**src/design/tpbr_pkg.sv**
```systemverilog
// types, constants and cell classification shared by the pattern-to-rows block
package tpbr_pkg;

	localparam int CFG_IDX_W  = 2;
	localparam int CFG_DATA_W = 9;
	localparam logic [CFG_IDX_W-1:0] CFG_CHANNELS = 2'd0;
	localparam logic [CFG_IDX_W-1:0] CFG_ROWS     = 2'd1;
	localparam logic [CFG_IDX_W-1:0] CFG_TEMPO    = 2'd2;

	localparam logic [5:0] CHANNELS_RESET = 6'd2;
	localparam logic [8:0] ROWS_RESET     = 9'd64;
	localparam logic [4:0] TEMPO_RESET    = 5'd6;

	localparam int FLAG_BIT  = 7;
	localparam int FLD_NOTE  = 0;
	localparam int FLD_INS   = 1;
	localparam int FLD_EFF   = 3;
	localparam int FLD_PARAM = 4;
	localparam logic [4:0] MASK_RAW = 5'b11110;

	localparam logic [7:0] EFF_TEMPO   = 8'h0f;
	localparam logic [7:0] TEMPO_LIMIT = 8'h20;
	localparam logic [7:0] INS_MELODIC = 8'd1;
	localparam logic [7:0] INS_DRUM    = 8'd2;
	localparam logic [7:0] NOTE_LOW    = 8'd24;
	localparam logic [7:0] TONE_SPAN   = 8'd47;
	localparam logic [7:0] NOTE_OFF    = 8'd97;

	localparam int QUEUE_DEPTH = 4;
	localparam int QA_W        = 2;

	localparam int TDATA_W = 24;

	typedef struct packed {
		logic       set_tempo;
		logic [4:0] tempo;
		logic       tone_load;
		logic       tone_clear;
		logic [5:0] tone;
		logic       warn;
		logic [2:0] drum;
	} cell_t;

	function automatic logic [2:0] drum_code(logic [7:0] note);
		logic [2:0] d;
		case (note)
			8'd49: d = 3'd1;
			8'd51: d = 3'd2;
			8'd53: d = 3'd3;
			8'd54: d = 3'd4;
			8'd56: d = 3'd5;
			8'd58: d = 3'd6;
			8'd60: d = 3'd7;
			default: d = 3'd0;
		endcase
		return d;
	endfunction

	function automatic cell_t classify(logic [7:0] note, logic [7:0] ins, logic [7:0] eff,
			logic [7:0] param);
		cell_t c;
		logic  melodic;
		logic  in_rng;
		c = '0;
		c.set_tempo = (eff == EFF_TEMPO) && (param < TEMPO_LIMIT);
		c.tempo = param[4:0];
		melodic = (ins == INS_MELODIC) && (note != 8'd0) && (note < NOTE_OFF);
		in_rng = (note >= NOTE_LOW) && (note < (NOTE_LOW + TONE_SPAN));
		c.tone_load = melodic && in_rng;
		c.tone = 6'(note - (NOTE_LOW - 8'd1));
		c.warn = melodic && !in_rng;
		c.tone_clear = (note == NOTE_OFF);
		c.drum = (ins == INS_DRUM) ? drum_code(note) : 3'd0;
		return c;
	endfunction

endpackage

```
**src/design/tpbr_front.sv**
```systemverilog
// byte parser: assembles packed cells and classifies each finished cell
module tpbr_front (
	input  logic           clk,
	input  logic           arst_n,
	input  logic           accept,
	input  logic [7:0]     byte_in,
	output logic           push,
	output tpbr_pkg::cell_t cell_cls
);
	import tpbr_pkg::*;

	logic       phase_q;
	logic [4:0] mask_q;
	logic [7:0] note_q;
	logic [7:0] ins_q;
	logic [7:0] eff_q;

	logic [4:0] lowbit;
	logic [4:0] mask_n;
	logic [7:0] note_n;
	logic [7:0] ins_n;
	logic [7:0] eff_n;
	logic [7:0] param_n;
	logic       cell_done;

	always_comb begin
		lowbit  = mask_q & (~mask_q + 5'd1);
		mask_n  = mask_q & ~lowbit;
		note_n  = lowbit[FLD_NOTE] ? byte_in : note_q;
		ins_n   = lowbit[FLD_INS] ? byte_in : ins_q;
		eff_n   = lowbit[FLD_EFF] ? byte_in : eff_q;
		param_n = lowbit[FLD_PARAM] ? byte_in : 8'd0;
		if (!phase_q) begin
			cell_done = byte_in[FLAG_BIT] && (byte_in[4:0] == 5'd0);
			cell_cls = classify(8'd0, 8'd0, 8'd0, 8'd0);
		end else begin
			cell_done = lowbit[FLD_PARAM] || (mask_n == 5'd0);
			cell_cls = classify(note_n, ins_n, eff_n, param_n);
		end
	end

	assign push = accept && cell_done;

	always_ff @(posedge clk or negedge arst_n) begin
		if (!arst_n) begin
			phase_q <= 1'b0;
			mask_q  <= 5'd0;
			note_q  <= 8'd0;
			ins_q   <= 8'd0;
			eff_q   <= 8'd0;
		end else if (accept) begin
			if (!phase_q) begin
				ins_q <= 8'd0;
				eff_q <= 8'd0;
				if (byte_in[FLAG_BIT]) begin
					note_q  <= 8'd0;
					mask_q  <= byte_in[4:0];
					phase_q <= (byte_in[4:0] != 5'd0);
				end else begin
					note_q  <= byte_in;
					mask_q  <= MASK_RAW;
					phase_q <= 1'b1;
				end
			end else begin
				note_q  <= note_n;
				ins_q   <= ins_n;
				eff_q   <= eff_n;
				mask_q  <= cell_done ? 5'd0 : mask_n;
				phase_q <= !cell_done;
			end
		end
	end

endmodule

```
**src/design/tpbr_queue.sv**
```systemverilog
// short cell queue between parser and row builder
module tpbr_queue (
	input  logic            clk,
	input  logic            arst_n,
	input  logic            push,
	input  tpbr_pkg::cell_t din,
	input  logic            pop,
	output tpbr_pkg::cell_t dout,
	output logic            valid,
	output logic            full
);
	import tpbr_pkg::*;

	cell_t           entry_q [QUEUE_DEPTH];
	logic [QA_W-1:0] wr_ptr_q;
	logic [QA_W-1:0] rd_ptr_q;
	logic [QA_W:0]   count_q;

	assign valid = (count_q != '0);
	assign full  = (count_q == (QA_W+1)'(QUEUE_DEPTH));
	assign dout  = entry_q[rd_ptr_q];

	always_ff @(posedge clk) begin
		if (push) begin
			entry_q[wr_ptr_q] <= din;
		end
	end

	always_ff @(posedge clk or negedge arst_n) begin
		if (!arst_n) begin
			wr_ptr_q <= '0;
			rd_ptr_q <= '0;
			count_q  <= '0;
		end else begin
			if (push) begin
				wr_ptr_q <= wr_ptr_q + QA_W'(1);
			end
			if (pop) begin
				rd_ptr_q <= rd_ptr_q + QA_W'(1);
			end
			if (push && !pop) begin
				count_q <= count_q + (QA_W+1)'(1);
			end else if (pop && !push) begin
				count_q <= count_q - (QA_W+1)'(1);
			end
		end
	end

endmodule

```
**src/design/tpbr_back.sv**
```systemverilog
// row builder: applies cells to row state, holds settings and the output register
module tpbr_back #(
	parameter int MAX_CHANNELS = 32,
	parameter int MAX_ROWS     = 256
) (
	input  logic                               clk,
	input  logic                               arst_n,
	input  logic                               cfg_we,
	input  logic [tpbr_pkg::CFG_IDX_W-1:0]     cfg_index,
	input  logic [tpbr_pkg::CFG_DATA_W-1:0]    cfg_data,
	input  logic                               q_valid,
	input  tpbr_pkg::cell_t                    cell_cls,
	output logic                               pop,
	output logic                               m_tvalid,
	input  logic                               m_tready,
	output logic [tpbr_pkg::TDATA_W-1:0]       m_tdata,
	output logic                               m_tlast
);
	import tpbr_pkg::*;

	localparam int CH_W  = $clog2(MAX_CHANNELS);
	localparam int CNT_W = $clog2(MAX_CHANNELS + 1);
	localparam int RW    = (MAX_ROWS > 1) ? $clog2(MAX_ROWS) : 1;
	localparam int RCW   = $clog2(MAX_ROWS + 1);

	logic [5:0]      channels_q;
	logic [8:0]      rows_q;
	logic [4:0]      tempo_q;
	logic [CH_W-1:0] ch_q;
	logic [RW-1:0]   row_q;
	logic [5:0]      held_a_q;
	logic [5:0]      held_b_q;
	logic [2:0]      drum_q;
	logic            warn_q;
	logic            out_valid_q;
	logic [7:0]      tone_a_q;
	logic [7:0]      tone_b_q;
	logic [5:0]      speed_q;
	logic            warn_out_q;
	logic            last_q;

	logic [CNT_W-1:0] eff_ch;
	logic [RCW-1:0]   eff_rows;
	logic [4:0]       tempo_n;
	logic [5:0]       held_a_n;
	logic [5:0]       held_b_n;
	logic [2:0]       drum_n;
	logic             warn_n;
	logic             row_done;
	logic             last_n;

	always_comb begin
		if ({1'b0, channels_q} < 7'd2) begin
			eff_ch = CNT_W'(2);
		end else if ({1'b0, channels_q} > 7'(MAX_CHANNELS)) begin
			eff_ch = CNT_W'(MAX_CHANNELS);
		end else begin
			eff_ch = CNT_W'(channels_q);
		end
		if (rows_q == 9'd0) begin
			eff_rows = RCW'(1);
		end else if (rows_q > 9'(MAX_ROWS)) begin
			eff_rows = RCW'(MAX_ROWS);
		end else begin
			eff_rows = RCW'(rows_q);
		end

		tempo_n = cell_cls.set_tempo ? cell_cls.tempo : tempo_q;
		held_a_n = held_a_q;
		held_b_n = held_b_q;
		if (ch_q == CH_W'(0)) begin
			if (cell_cls.tone_load) begin
				held_a_n = cell_cls.tone;
			end else if (cell_cls.tone_clear) begin
				held_a_n = 6'd0;
			end
		end
		if (ch_q == CH_W'(1)) begin
			if (cell_cls.tone_load) begin
				held_b_n = cell_cls.tone;
			end else if (cell_cls.tone_clear) begin
				held_b_n = 6'd0;
			end
		end
		warn_n = warn_q || (cell_cls.warn && ((ch_q == CH_W'(0)) || (ch_q == CH_W'(1))));
		drum_n = (cell_cls.drum != 3'd0) ? cell_cls.drum : drum_q;
		row_done = (CNT_W'(ch_q) + CNT_W'(1)) >= eff_ch;
		last_n = (RCW'(row_q) + RCW'(1)) >= eff_rows;
	end

	assign pop      = q_valid && (!out_valid_q || m_tready);
	assign m_tvalid = out_valid_q;
	assign m_tlast  = last_q;
	assign m_tdata  = {1'b0, warn_out_q, speed_q, tone_b_q, tone_a_q};

	always_ff @(posedge clk or negedge arst_n) begin
		if (!arst_n) begin
			channels_q  <= CHANNELS_RESET;
			rows_q      <= ROWS_RESET;
			tempo_q     <= TEMPO_RESET;
			ch_q        <= '0;
			row_q       <= '0;
			held_a_q    <= 6'd0;
			held_b_q    <= 6'd0;
			drum_q      <= 3'd0;
			warn_q      <= 1'b0;
			out_valid_q <= 1'b0;
		end else begin
			if (pop && row_done) begin
				out_valid_q <= 1'b1;
			end else if (m_tready) begin
				out_valid_q <= 1'b0;
			end
			if (pop) begin
				tempo_q <= tempo_n;
				if (row_done) begin
					ch_q        <= '0;
					drum_q      <= 3'd0;
					warn_q      <= 1'b0;
					if (last_n) begin
						row_q    <= '0;
						held_a_q <= 6'd0;
						held_b_q <= 6'd0;
					end else begin
						row_q    <= RW'(RCW'(row_q) + RCW'(1));
						held_a_q <= held_a_n;
						held_b_q <= held_b_n;
					end
				end else begin
					ch_q     <= ch_q + CH_W'(1);
					held_a_q <= held_a_n;
					held_b_q <= held_b_n;
					drum_q   <= drum_n;
					warn_q   <= warn_n;
				end
			end
			if (cfg_we) begin
				case (cfg_index)
					CFG_CHANNELS: channels_q <= cfg_data[5:0];
					CFG_ROWS:     rows_q <= cfg_data;
					CFG_TEMPO:    tempo_q <= cfg_data[4:0];
					default:      ;
				endcase
			end
		end
	end

	always_ff @(posedge clk) begin
		if (pop && row_done) begin
			tone_a_q   <= {drum_n[2], 1'b0, held_a_n};
			tone_b_q   <= {drum_n[1:0], held_b_n};
			speed_q    <= last_n ? (6'(tempo_n) + 6'd1) : 6'd0;
			warn_out_q <= warn_n;
			last_q     <= last_n;
		end
	end

endmodule

```
**src/design/tracker_pattern_to_beeper_rows_core.sv**
```systemverilog
// top level of the packed pattern to beeper row converter
//
// input stream: one packed pattern byte per beat on s_tdata; a new byte can
// be taken every cycle while the queue is not full, so sustained throughput is one byte per cycle.
// the parser assembles cells and drops each finished cell into a four-entry
// queue; the row builder takes one cell per cycle while its output register is
// free or being taken and, after the last cell of a row, loads the output register.
// output stream: one beat per row on m_tdata, m_tlast marks the pattern's
// last row. a row's final cell passes through the queue before the row builder
// takes it and loads the output register, from which the row is offered.
// settings are written through cfg_we/cfg_index/cfg_data, by the user only
// while no row is in flight (not enforced); a tempo write loads the running tempo at once.
// reset: parser, row position, held tones and queue clear; settings return
// to two channels, 64 rows, tempo 6.
// when m_tready is low the row stays in the output register, the builder
// stops, the queue fills and then s_tready drops until space frees up.
module tracker_pattern_to_beeper_rows_core #(
	parameter int MAX_CHANNELS = 32,
	parameter int MAX_ROWS     = 256
) (
	input  logic                            clk,
	input  logic                            arst_n,
	input  logic                            s_tvalid,
	output logic                            s_tready,
	input  logic [7:0]                      s_tdata,  // pattern_byte
	output logic                            m_tvalid,
	input  logic                            m_tready,
	// tone_a_byte, tone_b_byte, pattern_speed, range_warning, zero pad
	output logic [tpbr_pkg::TDATA_W-1:0]    m_tdata,
	output logic                            m_tlast,  // last_row
	input  logic                            cfg_we,
	input  logic [tpbr_pkg::CFG_IDX_W-1:0]  cfg_index,
	input  logic [tpbr_pkg::CFG_DATA_W-1:0] cfg_data
);
	import tpbr_pkg::*;

	logic  accept;
	logic  push;
	logic  pop;
	logic  q_valid;
	logic  q_full;
	cell_t push_cell;
	cell_t pop_cell;

	assign s_tready = !q_full;
	assign accept   = s_tvalid && s_tready;

	tpbr_front u_front (
		.clk      (clk),
		.arst_n   (arst_n),
		.accept   (accept),
		.byte_in  (s_tdata),
		.push     (push),
		.cell_cls (push_cell)
	);

	tpbr_queue u_queue (
		.clk    (clk),
		.arst_n (arst_n),
		.push   (push),
		.din    (push_cell),
		.pop    (pop),
		.dout   (pop_cell),
		.valid  (q_valid),
		.full   (q_full)
	);

	tpbr_back #(
		.MAX_CHANNELS (MAX_CHANNELS),
		.MAX_ROWS     (MAX_ROWS)
	) u_back (
		.clk       (clk),
		.arst_n    (arst_n),
		.cfg_we    (cfg_we),
		.cfg_index (cfg_index),
		.cfg_data  (cfg_data),
		.q_valid   (q_valid),
		.cell_cls  (pop_cell),
		.pop       (pop),
		.m_tvalid  (m_tvalid),
		.m_tready  (m_tready),
		.m_tdata   (m_tdata),
		.m_tlast   (m_tlast)
	);

endmodule

```
**config.mk**
```make
export PLATFORM = sky130hd
export DESIGN_NAME = tracker_pattern_to_beeper_rows_core
export DESIGN_NICKNAME = d
export VERILOG_FILES = /design/src/design/tpbr_pkg.sv /design/src/design/tpbr_front.sv /design/src/design/tpbr_queue.sv /design/src/design/tpbr_back.sv /design/src/design/tracker_pattern_to_beeper_rows_core.sv
export SDC_FILE = /design/constraint.sdc
export NUM_CORES = 1
export LEC_CHECK = 0
export ABC_CLOCK_PERIOD_IN_PS = 3000
export BUFFER_PORTS_ARGS = -buffer_cell sky130_fd_sc_hd__buf_2
export CORE_UTILIZATION = 61
export CTS_CLUSTER_SIZE = 8
export DETAILED_ROUTE_END_ITERATION = 12
export GPL_TIMING_DRIVEN = 1
export HOLD_SLACK_MARGIN = 0.06
export PLACE_DENSITY = 0.8
export SLEW_MARGIN = 15
export SYNTH_ARGS = -nofsm -noshare
export SYNTH_HDL_FRONTEND = slang
export SYNTH_HIERARCHICAL = 1
export SYNTH_SLANG_ARGS = --single-unit
```
**constraint.sdc**
```tcl
create_clock -name clk -period 3 [get_ports clk]
set_input_delay 0.3 -clock clk [delete_from_list [all_inputs] [get_ports clk]]
set_output_delay 0.3 -clock clk [all_outputs]
set_load 0.05 [all_outputs]
```
==> key figures <==
Layout
  • Layout cells sized above 1: 19.4%
  • Most common cell after layout, fill and taps aside: edfxtp_1
  • Net count, final: between 800 and 900
  • Area of the multi-input gates: approximately 3400 um^2
  • Area grow syn2layout: 11.2%
  • Commonest cells after routing, fill and taps aside: edfxtp_1 (95), dfrtp_1 (83), nand2_1 (65), buf_2 (47), nor2_1 (47)
  • Final Util: 70.2%
  • Ant. Diodes: 0
  • Storage cell area: 5030 um^2
  • Number of fill cells: 950

Yosys
  • Distinct cells, synth: just under 70
  • Mean Syn Cell Area: between 10 and 15 um^2
  • #FFs+latches synth: 182
  • Synth Instances: 710
  • Syn. warnings: 6
  • Fraction of registers with async set/reset: approximately 48%
  • Synth Flop Type: edfxtp_1
  • Post-synth EDFFs: 95
  • Synth Cell Area: just under 9000 um^2
  • Biggest area consumer among synthesized cells: edfxtp_1
  • Synth area leaders: edfxtp_1 (32%), dfrtp_1 (24%), mux4_2 (4.6%), ha_1 (4.3%), nand2_1 (2.8%)
  • Synth top area share: 32.3%
  • Sequential share of the synthesized area: 57.1%

STA
  • WHS: 111 ps
  • Final Cycle Share: ~92%
  • Max Freq: 362 MHz
  • Setup-failing EPs final: 0
  • Final min period: 2760 ps
  • Relative slew slack: a little over two fifths
  • Final setup margin: 237 ps
  • Final Hold Viols: 0
  • Post-route setup TNS: 0 ps
  • Count of pins over their slew limit: 0
  • Unrepaired setup endpoints after global routing: false
  • Worst Tran Pin Value: around 840 ps
  • Clock Skew: 12.1 ps

Routing
  • Via density: 6.19
  • 1st-iter DRT viols: between 400 and 500
  • Via count: approximately 5900
  • # DRC: 0
  • Routed WL per cell: 18.8 um
  • Final wirelength: 18000 um
  • Pre-antenna DRT Iters: 5
  • Routed Antenna Nets: 0

Die
  • Horiz. Die Dim: about 120 um
  • Core Region: roughly 14000 um^2
  • Die Footprint: 14900 um^2
  • I/O pins: 51
  • Initial Util: between 60 and 70%
  • Site Rows: 43
  • Die height: 122 um

Pwr
  • Max VDD drop: 0.639 mV
  • Pwr/cell area: 1110 nW/um^2
  • Lkg Pwr: 0.00403 uW
  • Total power: 10900 uW

Critical path
  • FF-to-FF path depth: 11
  • Critical Path RT: 3360 ps
  • Worst Setup SP: u_back/row_q[0]
  • Crit-path slowest cell: or4_1
  • Worst flop-to-flop path startpoint: u_back/row_q[0]
  • Crit Path Max Fanout: 7
  • CP cell instances: ha_1 -> and3_1 -> nand3_1 -> xnor2_1 -> ha_1 -> a21oi_1 -> o21ai_1 -> a211oi_4 -> inv_2 -> or4_1 -> nand3_1
  • WS Path Type: register to register
  • Startpoint Class: register
  • Crit end category: register
  • Crit path largest cell delay: 480 ps
  • CP arrival: 3120 ps

CTS
  • Worst skew pair latency: 430 ps
  • CTS clk-pin slew, worst paths: 70 ps
  • CTS Sinks: 182
  • CTS tree: done
  • CTS H-tree depth: 4
  • CTS Buf Count: 17
  • Clk buf depth: 2
  • Cts repair resizes: 0
  • CTS Root Cell: clkbuf_16

Min path
  • Hold Crit Start: cfg_data[5]
  • Worst Hold Depth: 3
  • HP Class: primary input to register

Job
  • Max-cap violation count: 0

Placed design
  • Dpl ws: 266 ps
  • DP HPWL: 12400 um
  • Port bufs: 48
  • RePlAce Congestion: 0.861

GRT
  • First-pass GRT wire length: 28900 um
  • Gr ovfl total: 0
  • Pin count of the biggest net entering global routing: 58
  • Vias in the first global route: roughly 5900
  • GRT Util Overall: 25.5%
  • Initial antenna violation count: 0

Outcome
  • Outcome: completed
worst max-delay path, delay by kind of cell, from the launching register on:
kind | cells | cell delay [ps]
simple gates | 4 | 960
fa+ha+maj | 2 | 550
compound gates | 3 | 460
flops | 1 | 430
xor+xnor | 1 | 170
buf+inv | 1 | 110
area by class of cell:
class	instances	area share (%)
inverters	32	1.22
multi-input cells	460	35.1
clock buffers	18	4.37
well taps	180	2.30
flip-flops and latches	182	51.3
clock inverters	14	1.36
repair buffers	71	4.39
synth_stat cells, types with 7 or more instances:
| cell | count |
|---|---|
| o2bb2ai_1 | 16 |
| and3_1 | 8 |
| and2_1 | 8 |
| nor4_1 | 9 |
| o21ai_0 | 25 |
| a22o_1 | 18 |
| ha_1 | 30 |
| dfrtp_1 | 83 |
| a22oi_1 | 27 |
| a21oi_1 | 26 |
| mux2_2 | 18 |
| nand3_1 | 15 |
| nor2b_1 | 7 |
| nand2b_1 | 7 |
| mux2i_1 | 13 |
| nor3_1 | 9 |
| inv_1 | 29 |
| nor2_1 | 47 |
| edfxtp_1 | 95 |
| clkbuf_1 | 8 |
| buf_2 | 17 |
| xor2_1 | 11 |
| nand2_1 | 65 |
| xnor2_1 | 12 |
| mux4_2 | 18 |
where the power goes:
part	leakage [uW]	internal, uW	switching [uW]
combinational	0.00180	1730	2960
clock	0.000274	1100	1020
sequential	0.00196	3630	502
total	0.00403	6460	4480
metal layers:
metal	routed length, um	global-route usage (%)	vias to the layer above
li1	-	-	2743
met1	7520	32.2	2915
met2	9190	43.1	233
met3	920	5.20	33
met4	354	10.6	0
met5	0	0	-
sequential cells by signal, indices dropped and copies added, names as in the netlist, 5 cells and up:
name,cells
u_back/ch_q,5
u_back/channels_q,6
u_back/held_a_q,6
u_back/held_b_q,6
u_back/row_q,8
u_back/rows_q,9
u_back/speed_q,6
u_back/tempo_q,5
u_back/tone_a_q,7
u_back/tone_b_q,8
u_front/eff_q,8
u_front/ins_q,8
u_front/mask_q,5
u_front/note_q,8
u_queue/entry_q,72
logic make-up (layout without fill, tap and decap cells):
logic type                 count (synthesis)  count (layout)  synth area share [%]
other                                      1               2                0.0425
DFF                                      182             182                  57.1
and+or+nand+nor                          201             201                  11.3
buffers and inverters                     69             135                  3.99
adders and majority gates                 32              32                  4.60
AOI/OAI and AO/OA                        153             153                  12.3
xor gates and xnor gates                  23              23                  2.28
muxes                                     49              49                  8.37
per-stage QoR:
step	cells	cell area [um^2]
5_1_grt	957	9810
6_report	957	9810
4_1_cts	957	9810
3_5_place_dp	924	9240
3_3_place_gp	924	9240
2_1_floorplan	711	8830
final timing paths:
kind / endpoint / slack [ps]
worst max-delay path: u_back/row_q[6] / 240
min in group asynchronous: u_back/held_b_q[4] / 460
worst min register to register: u_queue/count_q[2] / 500
max in group asynchronous: u_front/eff_q[3] / 1890
worst max register to register: u_back/row_q[6] / 240
worst min-delay path: u_back/channels_q[5] / 110
timing repair:
action | CTS | global route
hold buffers | 1 | 0
setup buffers | 0 | 0
hold endpoints to repair | 52 | 0
No activity file was read; power rests on OpenSTA's default activity.
